`config.mk`:
```
export PLATFORM = sky130hd
export DESIGN_NAME = sce_front
export DESIGN_NICKNAME = d
export VERILOG_FILES = /design/src/assert_macros.svh /design/src/sce_pkg.sv /design/src/sce_front.sv
export SDC_FILE = /design/constraint.sdc
export NUM_CORES = 1
export LEC_CHECK = 0
export ABC_CLOCK_PERIOD_IN_PS = 1700
export BUFFER_PORTS_ARGS = -buffer_cell sky130_fd_sc_hd__buf_2
export CORE_ASPECT_RATIO = 0.5
export CORE_MARGIN = 8
export CORE_UTILIZATION = 45
export DETAILED_ROUTE_END_ITERATION = 10
export PLACE_DENSITY = 0.81
export REMOVE_ABC_BUFFERS = 1
export SETUP_SLACK_MARGIN = 0.3
export SLEW_MARGIN = 40
export SYNTH_ARGS = -nofsm -noshare
export SYNTH_HDL_FRONTEND = slang
export SYNTH_SLANG_ARGS = --single-unit
```
`constraint.sdc`:
```
create_clock -name aclk -period 1.7 [get_ports aclk]
set_input_delay 0.17 -clock aclk [delete_from_list [all_inputs] [get_ports aclk]]
set_output_delay 0.17 -clock aclk [all_outputs]
set_load 0.1 [all_outputs]
```
`src/assert_macros.svh`:
```
// Assertion macros shared by the executor RTL.
// Defining ASSERT_OFF leaves every use empty.
`ifndef ASSERT_MACROS_SVH
`define ASSERT_MACROS_SVH
`ifndef ASSERT_OFF
`define SCE_ASSERT_IMPL(lbl, clk, rst_n, ante, cons) \
    lbl: assert property (@(posedge clk) disable iff (!rst_n) (ante) |-> (cons)) \
        else $error("%m: assertion failed");
`define SCE_ASSERT_NEXT(lbl, clk, rst_n, ante, cons) \
    lbl: assert property (@(posedge clk) disable iff (!rst_n) (ante) |=> (cons)) \
        else $error("%m: assertion failed");
`else
`define SCE_ASSERT_IMPL(lbl, clk, rst_n, ante, cons)
`define SCE_ASSERT_NEXT(lbl, clk, rst_n, ante, cons)
`endif
`endif

```
`src/sce_pkg.sv`:
```
// Types and constants of the stack CPU instruction executor.
// No dependencies.
`default_nettype none
package sce_pkg;
    localparam int IN_TDATA_W  = 32;
    localparam int OUT_TDATA_W = 240;
    localparam int CFG_IDX_W   = 1;

    localparam logic [CFG_IDX_W-1:0] CFG_START_PC = 1'b0;
    localparam logic [CFG_IDX_W-1:0] CFG_START_WS = 1'b1;

    localparam logic [1:0] KIND_EXEC    = 2'd0;
    localparam logic [1:0] KIND_WRB     = 2'd1;
    localparam logic [1:0] KIND_RDB     = 2'd2;
    localparam logic [1:0] KIND_RESTART = 2'd3;

    localparam logic [3:0] OP_J     = 4'h0;
    localparam logic [3:0] OP_LDLP  = 4'h1;
    localparam logic [3:0] OP_PFIX  = 4'h2;
    localparam logic [3:0] OP_LDNL  = 4'h3;
    localparam logic [3:0] OP_LDC   = 4'h4;
    localparam logic [3:0] OP_LDNLP = 4'h5;
    localparam logic [3:0] OP_NFIX  = 4'h6;
    localparam logic [3:0] OP_LDL   = 4'h7;
    localparam logic [3:0] OP_AJW   = 4'hB;
    localparam logic [3:0] OP_EQC   = 4'hC;
    localparam logic [3:0] OP_STL   = 4'hD;
    localparam logic [3:0] OP_STNL  = 4'hE;
    localparam logic [3:0] OP_OPR   = 4'hF;

    localparam logic [31:0] OPR_REV  = 32'h00;
    localparam logic [31:0] OPR_ADD  = 32'h05;
    localparam logic [31:0] OPR_SUB  = 32'h0C;
    localparam logic [31:0] OPR_STHF = 32'h18;
    localparam logic [31:0] OPR_LDPI = 32'h1B;
    localparam logic [31:0] OPR_STLF = 32'h1C;
    localparam logic [31:0] OPR_BCNT = 32'h34;
    localparam logic [31:0] OPR_GAJW = 32'h3C;
    localparam logic [31:0] OPR_WCNT = 32'h3F;
    localparam logic [31:0] OPR_MINT = 32'h42;
    localparam logic [31:0] OPR_MOVE = 32'h4A;

    localparam logic [31:0] MINT_VALUE = 32'h8000_0000;
    localparam logic [31:0] WORD_ALIGN = ~32'd3;
    localparam logic [31:0] BYTE_SEL   = 32'd3;
    localparam logic [31:0] NIB_MASK   = 32'hF;

    typedef enum logic [2:0] {
        CLS_ALU,
        CLS_LOAD,
        CLS_STORE,
        CLS_MOVE,
        CLS_WRB,
        CLS_RDB,
        CLS_RESTART
    } cls_t;

    typedef struct packed {
        cls_t        cls;
        logic        illegal;
        logic [3:0]  opcode;
        logic [31:0] operand;
        logic [11:0] mem_addr;
        logic [7:0]  mem_byte;
    } item_t;

    typedef enum logic [2:0] {
        ST_IDLE,
        ST_LOAD,
        ST_STORE,
        ST_RDB,
        ST_SNAP,
        ST_DIV,
        ST_COPY_RD,
        ST_COPY_WR
    } state_t;
endpackage
`default_nettype wire

```
`src/sce_front.sv`:
```
// Front end: accepts input transfers, tracks the prefix operand and classifies items.
// Depends on sce_pkg.
`default_nettype none
module sce_front (
    input  wire logic                               aclk,
    input  wire logic                               aresetn,
    input  wire logic                               s_tvalid,
    output logic                                    s_tready,
    input  wire logic [sce_pkg::IN_TDATA_W-1:0]     s_tdata,  // instr_byte, mem_addr, mem_byte
    input  wire logic [1:0]                         s_tuser,  // kind
    input  wire logic                               q_full,
    output logic                                    q_push,
    output sce_pkg::item_t                          q_item
);
    logic [31:0] operand_reg, operand_next;
    logic [7:0]  ib;
    logic [31:0] n;

    assign ib       = s_tdata[7:0];
    assign n        = operand_reg | ({24'b0, ib} & sce_pkg::NIB_MASK);
    assign s_tready = !q_full;
    assign q_push   = s_tvalid && !q_full;

    always_comb begin
        q_item.cls      = sce_pkg::CLS_ALU;
        q_item.illegal  = 1'b0;
        q_item.opcode   = ib[7:4];
        q_item.operand  = n;
        q_item.mem_addr = s_tdata[19:8];
        q_item.mem_byte = s_tdata[27:20];
        operand_next    = operand_reg;
        unique case (s_tuser)
            sce_pkg::KIND_EXEC: begin
                operand_next = '0;
                unique case (ib[7:4])
                    sce_pkg::OP_PFIX: operand_next = n << 4;
                    sce_pkg::OP_NFIX: operand_next = (~n) << 4;
                    sce_pkg::OP_J, sce_pkg::OP_LDLP, sce_pkg::OP_LDC, sce_pkg::OP_LDNLP,
                    sce_pkg::OP_AJW, sce_pkg::OP_EQC: q_item.cls = sce_pkg::CLS_ALU;
                    sce_pkg::OP_LDNL, sce_pkg::OP_LDL: q_item.cls = sce_pkg::CLS_LOAD;
                    sce_pkg::OP_STL, sce_pkg::OP_STNL: q_item.cls = sce_pkg::CLS_STORE;
                    sce_pkg::OP_OPR: begin
                        unique case (n)
                            sce_pkg::OPR_MOVE: q_item.cls = sce_pkg::CLS_MOVE;
                            sce_pkg::OPR_REV, sce_pkg::OPR_ADD, sce_pkg::OPR_SUB,
                            sce_pkg::OPR_STHF, sce_pkg::OPR_LDPI, sce_pkg::OPR_STLF,
                            sce_pkg::OPR_BCNT, sce_pkg::OPR_GAJW, sce_pkg::OPR_WCNT,
                            sce_pkg::OPR_MINT: q_item.cls = sce_pkg::CLS_ALU;
                            default: q_item.illegal = 1'b1;
                        endcase
                    end
                    default: q_item.illegal = 1'b1;
                endcase
            end
            sce_pkg::KIND_WRB: q_item.cls = sce_pkg::CLS_WRB;
            sce_pkg::KIND_RDB: q_item.cls = sce_pkg::CLS_RDB;
            sce_pkg::KIND_RESTART: begin
                q_item.cls   = sce_pkg::CLS_RESTART;
                operand_next = '0;
            end
            default: q_item.cls = sce_pkg::CLS_RESTART;
        endcase
    end

    always_ff @(posedge aclk) begin
        if (!aresetn) begin
            operand_reg <= '0;
        end else if (q_push) begin
            operand_reg <= operand_next;
        end
    end
endmodule
`default_nettype wire

```
==> flow_summary_export.csv <==
group,metric,value,unit
floorplanning,io_pins,100,
global_route,grt_first_pass_wirelength,8169,um
finish,antenna_cells,0,
placed_design,hpwl,3938,um
power,clockPowerShare,33.0,%
sta,setup_viol,3,
detailed_routing,antenna_left,0,
detailed_routing,drc,0,
power,total_power,1.621,mW
finish,area_delta_synth_final,40.73,%
global_route,antenna_found_initial,0,
sta,min_period_over_period,115.1,%
synth,syn_avg_cell_area,8.961,um2
power,p_comb_share,26.1,%
floorplanning,start_util,46.83,%
min_path,hp-class,"input port to output pin",
finish,num-nets-final,296,
placed_design,place_congestion,0.7352,
sta,grt_setup_unrepaired,"yes",
setup_path,cp_slowest_cell,"nor4_1",
setup_path,cp.required,1.53,ns
synth,async_flop_share,0,%
detailed_routing,dr_total_vias,1633,
synth,yosysSeqAreaShare,30.66,%
floorplanning,rows,16,
job,drv_cap,0,
finish,final_common_cell,"buf_2",
placed_design,placed_cell_area,0.002161,mm2
placed_design,io_buffers,55,
setup_path,path_delay_family,"simple AND/OR/NAND/NOR gates",
sta,tightestPinTransition,0.5074,ns
synth,synth_top_area_share,30.66,%
synth,synth_area_leader_cell,"dfxtp_1",
global_route,grt.overflow.total,0,
detailed_routing,drt_iter0_drc,84,
floorplanning,dieArea,0.006482,mm2
sta,hold_violations,0,
detailed_routing,wl_per_cell,18.94,um
setup_path,path_cells,"nor4_1 -> nand4_1 -> nor3_2 -> a211o_1 -> buf_12",
clock_network,cts_sinks,28,
setup_path,worstReg2RegStart,"operand_reg[5]$_SDFFE_PN0P_",
sta,min_period,1.956,ns
setup_path,worst-path-buf-inv,1,
synth,synthesis.area,0.001828,mm2
clock_network,clk_latency,0.28,ns
setup_path,critPathKind,"register to output pin",
clock_network,cts_buffers,3,
synth,ys_seq_elements,28,
min_path,min_from,"s_tdata[10]",
power,p_leak,1.144,nW
finish,fin_area,0.002572,mm2
sta,fmax,511.2,MHz
sta,fin_ws,-0.2562,ns
detailed_routing,firstDrtPassIters,4,
sta,drv_slew,0,
finish,largest_register_ffs,28,
placed_design,dp_worst_setup_slack,-0.03589,ns
finish,nFillCells,295,
finish,regArea,569.3,um2
status,violations,"setup timing",
clock_network,path_clk_slew,0.09,ns
status,outcome,"complete, but fails checks",
power,sw_frac_of_total,32.08,%
finish,drive_gt1_share,53.54,%
synth,yosys_warnings,0,
power,seq_power_share,40.9,%
setup_path,arrival,1.79,ns
setup_path,cp_max_fo,2,
clock_network,cts_buffer_depth,2,
power,intPower,1.101,mW
synth,syn_inst,204,
finish,layout_common_cells,"buf_2, nor2b_1, xor2_1, a22oi_2, buf_4",
clock_network,h-tree-depth,1,
power,ir_worst_vdd,0.3433,mV
detailed_routing,viasPerCell,5.302,
floorplanning,die_x,106.1,um
floorplanning,core-area,0.003904,mm2
synth,synth-edff-count,0,
clock_network,cts_tree,"done",
global_route,grt_pass1_vias,1619,
sta,fin_worst_skew,0.002837,ns
power,power_density,630.0,mW/mm2
floorplanning,dieHeight,61.07,um
synth,synthTopCellsByArea,"dfxtp_1, xor2_1, buf_4, a22oi_1, nor2b_1",
global_route,grt_max_degree,31,
synth,synth_cell_types,33,
sta,slew_headroom,66.41,%
setup_path,startpoint,"operand_reg[8]$_SDFFE_PN0P_",
setup_path,worst_setup_path_end_kind,"output pin",
setup_path,cpPeakStageDelay,0.36,ns
finish,post-route-util,65.90,%
detailed_routing,drt-total-wl,5832,um
setup_path,setup.worst_path.start_class,"register",
global_route,grt_usage,15.88,%
clock_network,clockRootBuffer,"clkbuf_8",
finish,multiInputGateArea,0.001166,mm2
synth,ys.flop_type,"dfxtp_1",
power,p_switching,0.5199,mW
-- synthesized netlist by cell type, types with 2 or more instances --
master and instances:
nor4_1 6, nor2b_1 29, clkbuf_1 3, o21ai_0 4
inv_1 4, nand2_1 2, buf_4 28, xor2_1 28
buf_8 2, ha_1 3, a22oi_1 26, nand3_1 6
xnor2_1 2, dfxtp_1 28, nor3_1 5, buf_2 6
nor2_1 5, a21oi_1 2
-- cell type report --
cell class	count	area share, %
Multi-Input combinational cell	132	45.33
Timing Repair Buffer	86	26.56
Sequential cell	28	22.13
Tap cell	54	2.626
Clock buffer	3	1.605
Clock inverter	1	1.167
Inverter	4	0.5837
-- path summary, 6_finish.rpt --
check,endpoint,slack [ns],cells past startpoint
worst max-delay path,q_item[58],-0.26,5
worst max register to register,operand_reg[9]$_SDFFE_PN0P_,0.69,4
worst min-delay path,q_item[10],0.34,0
worst min register to register,operand_reg[13]$_SDFFE_PN0P_,0.58,2
-- cell families after synthesis --
family | synth area share (%)
simple gates | 21.36
buf+inv | 16.43
compound gates | 15.13
xor+xnor | 14.37
flops | 30.66
fa+ha+maj | 2.054
-- power groups by stage --
| stage | clock network, mW | registers [mW] | logic (mW) |
|---|---|---|---|
| detailed placement | 0 | 0.678 | 0.383 |
| CTS | 0.548 | 0.662 | 0.388 |
| finish | 0.535 | 0.663 | 0.423 |
| global placement | 0 | 0.678 | 0.375 |
| floorplan | 0 | 0.708 | 0.146 |
| global route | 0.577 | 0.664 | 0.441 |
-- stage by stage --
| stage | setup TNS [ns] | hold WS, ns | cells |
|---|---|---|---|
| 2_1_floorplan | -38.15 | 0.2982 | 164 |
| 3_3_place_gp | -0.03284 | 0.3407 | 300 |
| 3_5_place_dp | -0.06535 | 0.3407 | 300 |
| 4_1_cts | -0.5827 | 0.3183 | 304 |
| 5_1_grt | -0.9780 | 0.3406 | 308 |
| 6_report | -0.7426 | 0.3408 | 308 |
-- what timing repair did --
| action | in CTS | in global routing |
|---|---|---|
| setup buffers | 0 | 1 |
| pin swaps | 7 | 21 |
| endpoints found under the setup margin | 7 | 30 |
| resized for setup | 16 | 51 |
| gates cloned | 0 | 3 |
| hold buffers | 0 | 0 |
-- layer usage --
metal / wire, um / vias to the layer above / track usage, %
li1: - / 774 / -
met1: 2342 / 773 / 17.65
met2: 2859 / 72 / 26.50
met3: 495 / 12 / 7.307
met4: 95 / 2 / 4.950
met5: 38 / - / 6.299
Note: power is estimated with default switching activity, not from simulation.
