==> src/assert_macros.svh <==
// Assertion macros shared by the executor RTL.
// Defining ASSERT_OFF leaves every use empty.
`ifndef ASSERT_MACROS_SVH
`define ASSERT_MACROS_SVH
`ifndef ASSERT_OFF
`define SCE_ASSERT_IMPL(lbl, clk, rst_n, ante, cons) \
    lbl: assert property (@(posedge clk) disable iff (!rst_n) (ante) |-> (cons)) \
        else $error("%m: assertion failed");
`define SCE_ASSERT_NEXT(lbl, clk, rst_n, ante, cons) \
    lbl: assert property (@(posedge clk) disable iff (!rst_n) (ante) |=> (cons)) \
        else $error("%m: assertion failed");
`else
`define SCE_ASSERT_IMPL(lbl, clk, rst_n, ante, cons)
`define SCE_ASSERT_NEXT(lbl, clk, rst_n, ante, cons)
`endif
`endif

==> src/sce_pkg.sv <==
// Types and constants of the stack CPU instruction executor.
// No dependencies.
`default_nettype none
package sce_pkg;
    localparam int IN_TDATA_W  = 32;
    localparam int OUT_TDATA_W = 240;
    localparam int CFG_IDX_W   = 1;

    localparam logic [CFG_IDX_W-1:0] CFG_START_PC = 1'b0;
    localparam logic [CFG_IDX_W-1:0] CFG_START_WS = 1'b1;

    localparam logic [1:0] KIND_EXEC    = 2'd0;
    localparam logic [1:0] KIND_WRB     = 2'd1;
    localparam logic [1:0] KIND_RDB     = 2'd2;
    localparam logic [1:0] KIND_RESTART = 2'd3;

    localparam logic [3:0] OP_J     = 4'h0;
    localparam logic [3:0] OP_LDLP  = 4'h1;
    localparam logic [3:0] OP_PFIX  = 4'h2;
    localparam logic [3:0] OP_LDNL  = 4'h3;
    localparam logic [3:0] OP_LDC   = 4'h4;
    localparam logic [3:0] OP_LDNLP = 4'h5;
    localparam logic [3:0] OP_NFIX  = 4'h6;
    localparam logic [3:0] OP_LDL   = 4'h7;
    localparam logic [3:0] OP_AJW   = 4'hB;
    localparam logic [3:0] OP_EQC   = 4'hC;
    localparam logic [3:0] OP_STL   = 4'hD;
    localparam logic [3:0] OP_STNL  = 4'hE;
    localparam logic [3:0] OP_OPR   = 4'hF;

    localparam logic [31:0] OPR_REV  = 32'h00;
    localparam logic [31:0] OPR_ADD  = 32'h05;
    localparam logic [31:0] OPR_SUB  = 32'h0C;
    localparam logic [31:0] OPR_STHF = 32'h18;
    localparam logic [31:0] OPR_LDPI = 32'h1B;
    localparam logic [31:0] OPR_STLF = 32'h1C;
    localparam logic [31:0] OPR_BCNT = 32'h34;
    localparam logic [31:0] OPR_GAJW = 32'h3C;
    localparam logic [31:0] OPR_WCNT = 32'h3F;
    localparam logic [31:0] OPR_MINT = 32'h42;
    localparam logic [31:0] OPR_MOVE = 32'h4A;

    localparam logic [31:0] MINT_VALUE = 32'h8000_0000;
    localparam logic [31:0] WORD_ALIGN = ~32'd3;
    localparam logic [31:0] BYTE_SEL   = 32'd3;
    localparam logic [31:0] NIB_MASK   = 32'hF;

    typedef enum logic [2:0] {
        CLS_ALU,
        CLS_LOAD,
        CLS_STORE,
        CLS_MOVE,
        CLS_WRB,
        CLS_RDB,
        CLS_RESTART
    } cls_t;

    typedef struct packed {
        cls_t        cls;
        logic        illegal;
        logic [3:0]  opcode;
        logic [31:0] operand;
        logic [11:0] mem_addr;
        logic [7:0]  mem_byte;
    } item_t;

    typedef enum logic [2:0] {
        ST_IDLE,
        ST_LOAD,
        ST_STORE,
        ST_RDB,
        ST_SNAP,
        ST_DIV,
        ST_COPY_RD,
        ST_COPY_WR
    } state_t;
endpackage
`default_nettype wire

==> src/sce_queue.sv <==
// Two-entry queue of classified items between front and back.
// Depends on sce_pkg.
`default_nettype none
module sce_queue (
    input  wire logic            aclk,
    input  wire logic            aresetn,
    input  wire logic            push,
    input  sce_pkg::item_t       item_in,
    output logic                 full,
    input  wire logic            pop,
    output logic                 valid,
    output sce_pkg::item_t       item_out
);
    sce_pkg::item_t slot_reg [2];
    logic       wr_ptr_reg, rd_ptr_reg;
    logic [1:0] count_reg;

    assign full     = count_reg == 2'd2;
    assign valid    = count_reg != 2'd0;
    assign item_out = slot_reg[rd_ptr_reg];

    always_ff @(posedge aclk) begin
        if (push) begin
            slot_reg[wr_ptr_reg] <= item_in;
        end
    end

    always_ff @(posedge aclk) begin
        if (!aresetn) begin
            wr_ptr_reg <= 1'b0;
            rd_ptr_reg <= 1'b0;
            count_reg  <= 2'd0;
        end else begin
            if (push) begin
                wr_ptr_reg <= !wr_ptr_reg;
            end
            if (pop) begin
                rd_ptr_reg <= !rd_ptr_reg;
            end
            count_reg <= count_reg + {1'b0, push} - {1'b0, pop};
        end
    end
endmodule
`default_nettype wire

==> config.mk <==
export PLATFORM = sky130hd
export DESIGN_NAME = sce_queue
export DESIGN_NICKNAME = d
export VERILOG_FILES = /design/src/assert_macros.svh /design/src/sce_pkg.sv /design/src/sce_queue.sv
export SDC_FILE = /design/constraint.sdc
export NUM_CORES = 1
export LEC_CHECK = 0
export ABC_AREA = 1
export BUFFER_PORTS_ARGS = -buffer_cell sky130_fd_sc_hd__buf_2
export CORE_ASPECT_RATIO = 0.8
export CORE_MARGIN = 3
export CORE_UTILIZATION = 26
export DETAILED_ROUTE_END_ITERATION = 10
export HOLD_SLACK_MARGIN = 0.03
export PLACE_DENSITY = 0.56
export RECOVER_POWER = 25
export SYNTH_ARGS = -nofsm -noshare
export SYNTH_HDL_FRONTEND = slang
export SYNTH_SLANG_ARGS = --single-unit
==> constraint.sdc <==
create_clock -name aclk -period 5.1 [get_ports aclk]
set_clock_uncertainty 0.05 [all_clocks]
set_input_delay 0.765 -clock aclk [delete_from_list [all_inputs] [get_ports aclk]]
set_output_delay 0.765 -clock aclk [all_outputs]
set_load 0.05 [all_outputs]
==> results.yml, run 1 <==
outcome:
  outcome: "finished, final reports clean"
grt:
  grt_use_met1: 0.104
  grt_util_all_layers: 0.0913
  gr-max-usage-layer: "met2"
  overflow: 0
  grt_pass1_vias: 2655
  antenna_found_initial: 1
  met3_usage: 0.0446
  met2_usage: 0.147
  grt_pass1_wl_um: 13800
  grt_start_max_net_pins: 37
power:
  combPwrFrac: 0.131
  vdd_drop_max_mv: 0.210
  seqPwrFrac: 0.428
  p_int_mw: 2.12
  p_per_area_mw_per_mm2: 450
  switchingPower_mw: 0.711
  sw_frac_of_total: 0.251
  leakage_nw: 2.47
  clkPwrFrac: 0.441
  p_total_mw: 2.84
detailed_routing:
  drt_wl_total_um: 8980
  drtPass1Iterations: 4
  antenna_left: 0
  drt-initial-drc-count: 93
  dr_total_vias: 2416
  via_per_inst: 3.86
  wire_per_inst_um: 14.3
  drc_errors: 0
clock_tree:
  h-tree-depth: 4
  cts-buffers-inserted: 17
  clk_pin_slew_ns: 0.06
  clk_path_buf_depth: 2
  cts_tree: "yes"
  numClockSinks: 125
  cts-root-buf: "clkbuf_16"
  postCtsHoldBufs: 0
  cts_setup_buffers: 0
  cts_resized: 0
  clk_latency_ns: 0.40
sta:
  rsz0062_at_grt: "no"
  fin_ws_ns: 1.93
  fmax_mhz: 315
  drv_slew: 0
  hold_viol_final: 0
  layout_min_cycle_time_ns: 3.17
  whs_ns: 0.470
  min_period_over_period: 0.622
  worst_pin_slew_ns: 1.09
  setup_tns_ns: 0
  max_slew_margin: 0.275
  setup_viol: 0
critical_path:
  crit_slowest_cell: "dfxtp_4"
  path_cells: "buf_4, mux2_4, buf_2"
  worst_path_dominant_cell_family: "flip-flops"
  critPathKind: "register to output pin"
  slowest_delay_ns: 0.79
  cp_data_required_time_ns: 4.28
  worstPathArrival_ns: 2.36
  end_kind: "output pin"
  crit_fanout: 35
  cp-start-kind: "register"
  path_buf_inv: 2
placed_design:
  dpl_cell_area_mm2: 0.00571
  pre_cts_slack_ns: 2.30
  dp.cells: 594
  dp_hpwl_um: 5940
  place.gp.congestion: 0.661
  portBuffers: 125
logic_synthesis:
  synth_warnings: 0
  yosysSeqAreaShare: 0.762
  syn_inst: 220
  syn_area_mm2: 0.00486
  ys_ff_latch: 125
  synth_nets: 286
  ys_types: 11
  syn_area_per_cell_um2: 22.1
die:
  fp.dieH_um: 128
  num_rows: 44
  die_w_um: 159
  placeableCoreArea_mm2: 0.0182
  die_area_mm2: 0.0204
  start_util: 0.267
  io_pins: 126
layout:
  syn_to_final_growth_pct: 29.7
  largest_register_ffs: 120
  fin_area_mm2: 0.00630
  post_layout_nonfiller_instances: 626
  insertedDiodeCount: 0
  layout_commonest_cell: "edfxtp_1"
  fin_util: 0.346
  most-common-layout-cells: "edfxtp_1, buf_2, mux2_4, clkbuf_1, clkbuf_16"
  nFillCells: 1762
  final_nets: 426
  drive_above_1_share: 0.544
hold_path:
  hold_path.class: "register to register"
job:
  max_cap_viol_count: 0
[Yosys cell counts]
cell,number,area (um2)
buf_12,6,120
nor2_1,8,30.0
inv_1,7,26.3
a21oi_1,1,5.00
edfxtp_1,120,3600
ha_1,2,25.0
nand3_1,1,5.00
dfxtp_1,5,100
buf_6,1,11.3
nand2_1,9,33.8
mux2_4,60,901
[cell families after synthesis]
group,after synthesis,share of synthesized area
adder cells (fa/ha/maj),2,0.00515
AO/OA/AOI/OAI,1,0.00103
AND/OR/NAND/NOR,18,0.0142
buffers and inverters,14,0.0324
flip-flops,125,0.762
multiplexers,60,0.185
[worst min-delay path: stages, from the launching register on]
cell	delay (ns)
dfxtp_1	0.33
nor2_1	0.06
nor2_1	0.09
[power by group through the flow]
stage / logic, mW / clock network [mW] / registers [mW]
floorplan: 0.312 / 0 / 1.22
global placement: 0.374 / 0 / 1.23
detailed placement: 0.379 / 0 / 1.24
CTS: 0.380 / 1.29 / 1.22
global route: 0.393 / 1.34 / 1.22
finish: 0.372 / 1.25 / 1.21
[area by class of cell]
type | count | area, um2 | area share
timing repair buffer | 128 | 626 | 0.0992
multi-input combinational | 81 | 1010 | 0.160
sequential | 125 | 3710 | 0.588
inverter | 7 | 26.3 | 0.00417
tap | 253 | 317 | 0.0502
clock buffer | 17 | 425 | 0.0675
clock inverter | 15 | 195 | 0.0310
[path summary, 6_finish.rpt]
path	depth (start not counted)	start	slack (ns)	to
setup / recovery	3	register	1.93	item_out[20]
hold / removal	2	rd_ptr_reg	0.47	rd_ptr_reg
hold reg to reg	2	rd_ptr_reg	0.47	rd_ptr_reg
setup reg to reg	2	wr_ptr_reg	3.02	slot_reg[0][27]
[layer usage]
layer,vias up,wire length (um)
met5,-,13
li1,1126,-
met1,1186,3830
met2,88,4320
met3,14,669
met4,2,144
(Power assumes the default switching activity.)
==> run 2: changes to the inputs <==
PLACE_DENSITY = 0.58   (was 0.56)
clock period = 2.8 ns   (was 5.1 ns; I/O delays follow)
==> run 2 against run 1 <==
First-iteration DRC count fell by 17%. Register-to-register slack lost 1.6 ns. Sequential share of layout area decreased by 0.39 points. Non-clock buffer count rose by 3. Hold slack got worse by 0.32 ns. Die area is the same. Flip-flop and latch count did not move. Total power is 84% higher. Worst setup slack lost 1.4 ns. Global-route usage increased by 0.21 points. Final cell count up 0.48%. Clock power up 85%. Critical endpoint is now item_out[7]. Largest cell class unchanged.
==> results.yml, run 2 (same netlist as run 1, synthesis figures left out) <==
clock_tree:
  clk_pin_slew_ns: 0.06
  clk_latency_ns: 0.41
  postCtsHoldBufs: 0
  cts-root-buf: "clkbuf_16"
  clk_path_buf_depth: 2
  cts_resized: 0
  cts_tree: "yes"
  cts-buffers-inserted: 17
  numClockSinks: 125
  cts_setup_buffers: 0
  h-tree-depth: 4
detailed_routing:
  drc_errors: 0
  via_per_inst: 3.83
  antenna_left: 0
  drt-initial-drc-count: 77
  wire_per_inst_um: 14.4
  drtPass1Iterations: 4
  drt_wl_total_um: 9060
  dr_total_vias: 2408
placed_design:
  dp.cells: 597
  pre_cts_slack_ns: 0.971
  dp_hpwl_um: 6190
  place.gp.congestion: 0.660
  dpl_cell_area_mm2: 0.00574
  portBuffers: 125
sta:
  rsz0062_at_grt: "no"
  min_period_over_period: 0.799
  fin_ws_ns: 0.563
  setup_tns_ns: 0
  whs_ns: 0.147
  hold_viol_final: 0
  worst_pin_slew_ns: 0.491
  setup_viol: 0
  max_slew_margin: 0.673
  drv_slew: 0
  fmax_mhz: 447
  layout_min_cycle_time_ns: 2.24
layout:
  post_layout_nonfiller_instances: 629
  insertedDiodeCount: 0
  fin_util: 0.348
  syn_to_final_growth_pct: 30.6
  drive_above_1_share: 0.545
  largest_register_ffs: 120
  fin_area_mm2: 0.00635
  layout_commonest_cell: "edfxtp_1"
  final_nets: 429
  most-common-layout-cells: "edfxtp_1, buf_2, mux2_4, clkbuf_16, clkbuf_1"
outcome:
  outcome: "finished, final reports clean"
grt:
  grt_start_max_net_pins: 36
  overflow: 0
  antenna_found_initial: 0
  grt_pass1_vias: 2649
  grt_util_all_layers: 0.0934
  grt_pass1_wl_um: 14100
critical_path:
  critPathKind: "register to output pin"
  cp_data_required_time_ns: 2.33
  path_cells: "buf_4, mux2_4, buf_2"
  crit_slowest_cell: "dfxtp_4"
  cp-start-kind: "register"
  end_kind: "output pin"
  slowest_delay_ns: 0.42
  crit_fanout: 20
  worstPathArrival_ns: 1.77
power:
  leakage_nw: 2.51
  vdd_drop_max_mv: 0.367
  p_per_area_mw_per_mm2: 821
  p_total_mw: 5.21
die:
  start_util: 0.267
  num_rows: 44
  die_w_um: 159
  placeableCoreArea_mm2: 0.0182
  io_pins: 126
  die_area_mm2: 0.0204
  fp.dieH_um: 128
job:
  max_cap_viol_count: 0
hold_path:
  hold_path.class: "input port to register"
run 2: worst max-delay path: cells and delay by family, from the launching register on:
kind,cells,cell delay [ns]
buf+inv,2,0.58
flops,1,0.42
mux,1,0.34
run 2: area by class of cell:
type	instances	area, um2
inverter	7	26.3
sequential	125	3710
fill	1754	11900
multi-input combinational	81	1010
clock inverter	15	201
timing repair buffer	131	662
clock buffer	17	425
tap	253	317
run 2: worst paths after layout:
kind	startpoint	end	slack [ns]	cells after the start
worst max-delay path	register	item_out[7]	0.56	3
worst min-delay path	item_in[22]	slot_reg[0][22]	0.15	1
worst max register to register	wr_ptr_reg	slot_reg[1][13]	1.39	3
worst min register to register	rd_ptr_reg	rd_ptr_reg	0.48	2
run 2: layer usage:
| layer | up-vias | track usage | wire length, um |
|---|---|---|---|
| li1 | 1133 | - | - |
| met1 | 1177 | 0.108 | 3830 |
| met2 | 85 | 0.149 | 4410 |
| met3 | 13 | 0.0449 | 646 |
| met4 | 0 | 0.0412 | 176 |
| met5 | - | 0 | 0 |
run 2: power by group:
part           switching, mW  internal, mW
sequential            0.0295          2.17
combinational          0.476         0.227
clock                  0.754          1.56
==> run 3: changes to the inputs <==
PLACE_DENSITY = 0.56   (was 0.58)
clock period = 2.2 ns   (was 2.8 ns; I/O delays follow)
==> run 3 against run 2 <==
Final cell count is 0.64% higher. Combinational power is 27% higher. Register-to-register slack worse by 0.57 ns. Critical endpoint is now item_out[9]. Final area is 1.2% higher. Total power is 29% higher. Global-route usage is 0.27 points lower. Die area stayed put. Non-clock buffer count is 5 higher. First-iteration DRC count is 10% lower. Clock power is 31% higher.
==> results.yml, run 3 (same netlist as run 1, synthesis figures left out) <==
power:
  vdd_drop_max_mv: 0.483
  clkPwrFrac: 0.450
  p_per_area_mw_per_mm2: 1050
  p_int_mw: 5.06
  combPwrFrac: 0.133
  seqPwrFrac: 0.416
  switchingPower_mw: 1.66
  leakage_nw: 2.53
  sw_frac_of_total: 0.247
grt:
  grt_start_max_net_pins: 34
  antenna_found_initial: 1
  grt_util_all_layers: 0.0907
  grt_pass1_vias: 2617
  overflow: 0
  grt_pass1_wl_um: 13900
die:
  die_area_mm2: 0.0204
  start_util: 0.267
  die_w_um: 159
  fp.dieH_um: 128
  placeableCoreArea_mm2: 0.0182
  io_pins: 126
  num_rows: 44
placed_design:
  portBuffers: 125
  dpl_cell_area_mm2: 0.00577
  place.gp.congestion: 0.650
  dp_hpwl_um: 6110
  pre_cts_slack_ns: 0.511
  dp.cells: 599
layout:
  post_layout_nonfiller_instances: 633
  drive_above_1_share: 0.550
  insertedDiodeCount: 0
  nFillCells: 1731
  largest_register_ffs: 120
  syn_to_final_growth_pct: 32.1
  layout_commonest_cell: "edfxtp_1"
  most-common-layout-cells: "edfxtp_1, buf_2, mux2_4, clkbuf_16, clkbuf_1"
  fin_area_mm2: 0.00642
  final_nets: 434
critical_path:
  slowest_delay_ns: 0.51
  worstPathArrival_ns: 1.72
  worstSetupEndpoint: "item_out[9]"
  critPathKind: "register to output pin"
  cp-start-kind: "register"
  rr_worst_depth: 3
  crit_slowest_cell: "dfxtp_4"
  worstReg2RegStart: "wr_ptr_reg"
  rrSetupSlack_ns: 0.82
  r2r-end: "slot_reg[1][11]"
  crit_fanout: 21
  cp_data_required_time_ns: 1.82
  path_cells: "buf_12, mux2_4, buf_2"
  end_kind: "output pin"
sta:
  worst_pin_slew_ns: 0.476
  setup_viol: 0
  setup_tns_ns: 0
  min_period_over_period: 0.953
  fin_ws_ns: 0.103
  hold_viol_final: 0
  layout_min_cycle_time_ns: 2.10
  fmax_mhz: 477
  whs_ns: 0.0582
  drv_slew: 0
  rsz0062_at_grt: "no"
  max_slew_margin: 0.683
detailed_routing:
  antenna_left: 0
  wire_per_inst_um: 14.1
  drtPass1Iterations: 4
  drc_errors: 0
  via_per_inst: 3.82
  drt_wl_total_um: 8900
  drt-initial-drc-count: 69
  dr_total_vias: 2417
clock_tree:
  cts-root-buf: "clkbuf_16"
  clk_latency_ns: 0.40
  numClockSinks: 125
  postCtsHoldBufs: 3
  clk_pin_slew_ns: 0.06
  cts_resized: 0
  cts-buffers-inserted: 17
  cts_tree: "yes"
  clk_path_buf_depth: 2
  cts_setup_buffers: 0
  h-tree-depth: 4
outcome:
  outcome: "finished, final reports clean"
job:
  max_cap_viol_count: 0
hold_path:
  hold_path.class: "input port to register"
## run 3: changes by cell type in the layout (fill, tap and decap cells not counted), sizes merged
cell and delta:
clkinv -3, dlygate4sd3 +3, buf +2, clkinvlp +1
inv +1
## run 3: cell type report
cell class | instances | area [um2] | share of cell area
Multi-Input combinational cell | 81 | 1010 | 0.157
Tap cell | 253 | 317 | 0.0493
Sequential cell | 125 | 3710 | 0.577
Clock buffer | 17 | 425 | 0.0663
Inverter | 7 | 26.3 | 0.00409
Clock inverter | 14 | 219 | 0.0341
Timing Repair Buffer | 136 | 718 | 0.112
## run 3: how the worst min path moves through the flow
stage | start | to | slack, ns | cells past startpoint
final | item_in[32] | slot_reg[1][32] | 0.06 | 1
after global routing | item_in[21] | slot_reg[0][21] | 0.03 | 1
after CTS | item_in[49] | slot_reg[1][49] | 0.03 | 1
after detailed placement | rd_ptr_reg | register | 0.43 | 2
after global placement | rd_ptr_reg | rd_ptr_reg | 0.43 | 2
after floorplan | aresetn | count_reg[0] | 0.37 | 2
## run 3: metal layers
metal	share of wire	up-vias	global-route usage	routed length, um
li1	-	1144	-	-
met1	0.43	1178	0.103	3790
met2	0.49	82	0.147	4340
met3	0.072	11	0.0452	644
met4	0.013	2	0.0371	116
met5	0.0015	-	0	13
## run 3: per-stage QoR
stage                      util  total power, mW
after floorplan               -             3.55
after CTS                 0.354             6.83
after global routing      0.352             6.99
final                     0.352             6.72
after global placement    0.317             3.74
after detailed placement  0.317             3.76
## run 3: power groups by stage
stage	clock (mW)	sequential, mW	combinational, mW
floorplan	0	2.83	0.724
global placement	0	2.84	0.898
detailed placement	0	2.85	0.908
CTS	3.12	2.80	0.915
global route	3.24	2.81	0.944
finish	3.02	2.80	0.895
## run 3: critical path: cells and delay by family (launching register included)
family | cells | cell delay, ns
buffers and inverters | 2 | 0.45
flip-flops | 1 | 0.51
multiplexers | 1 | 0.33
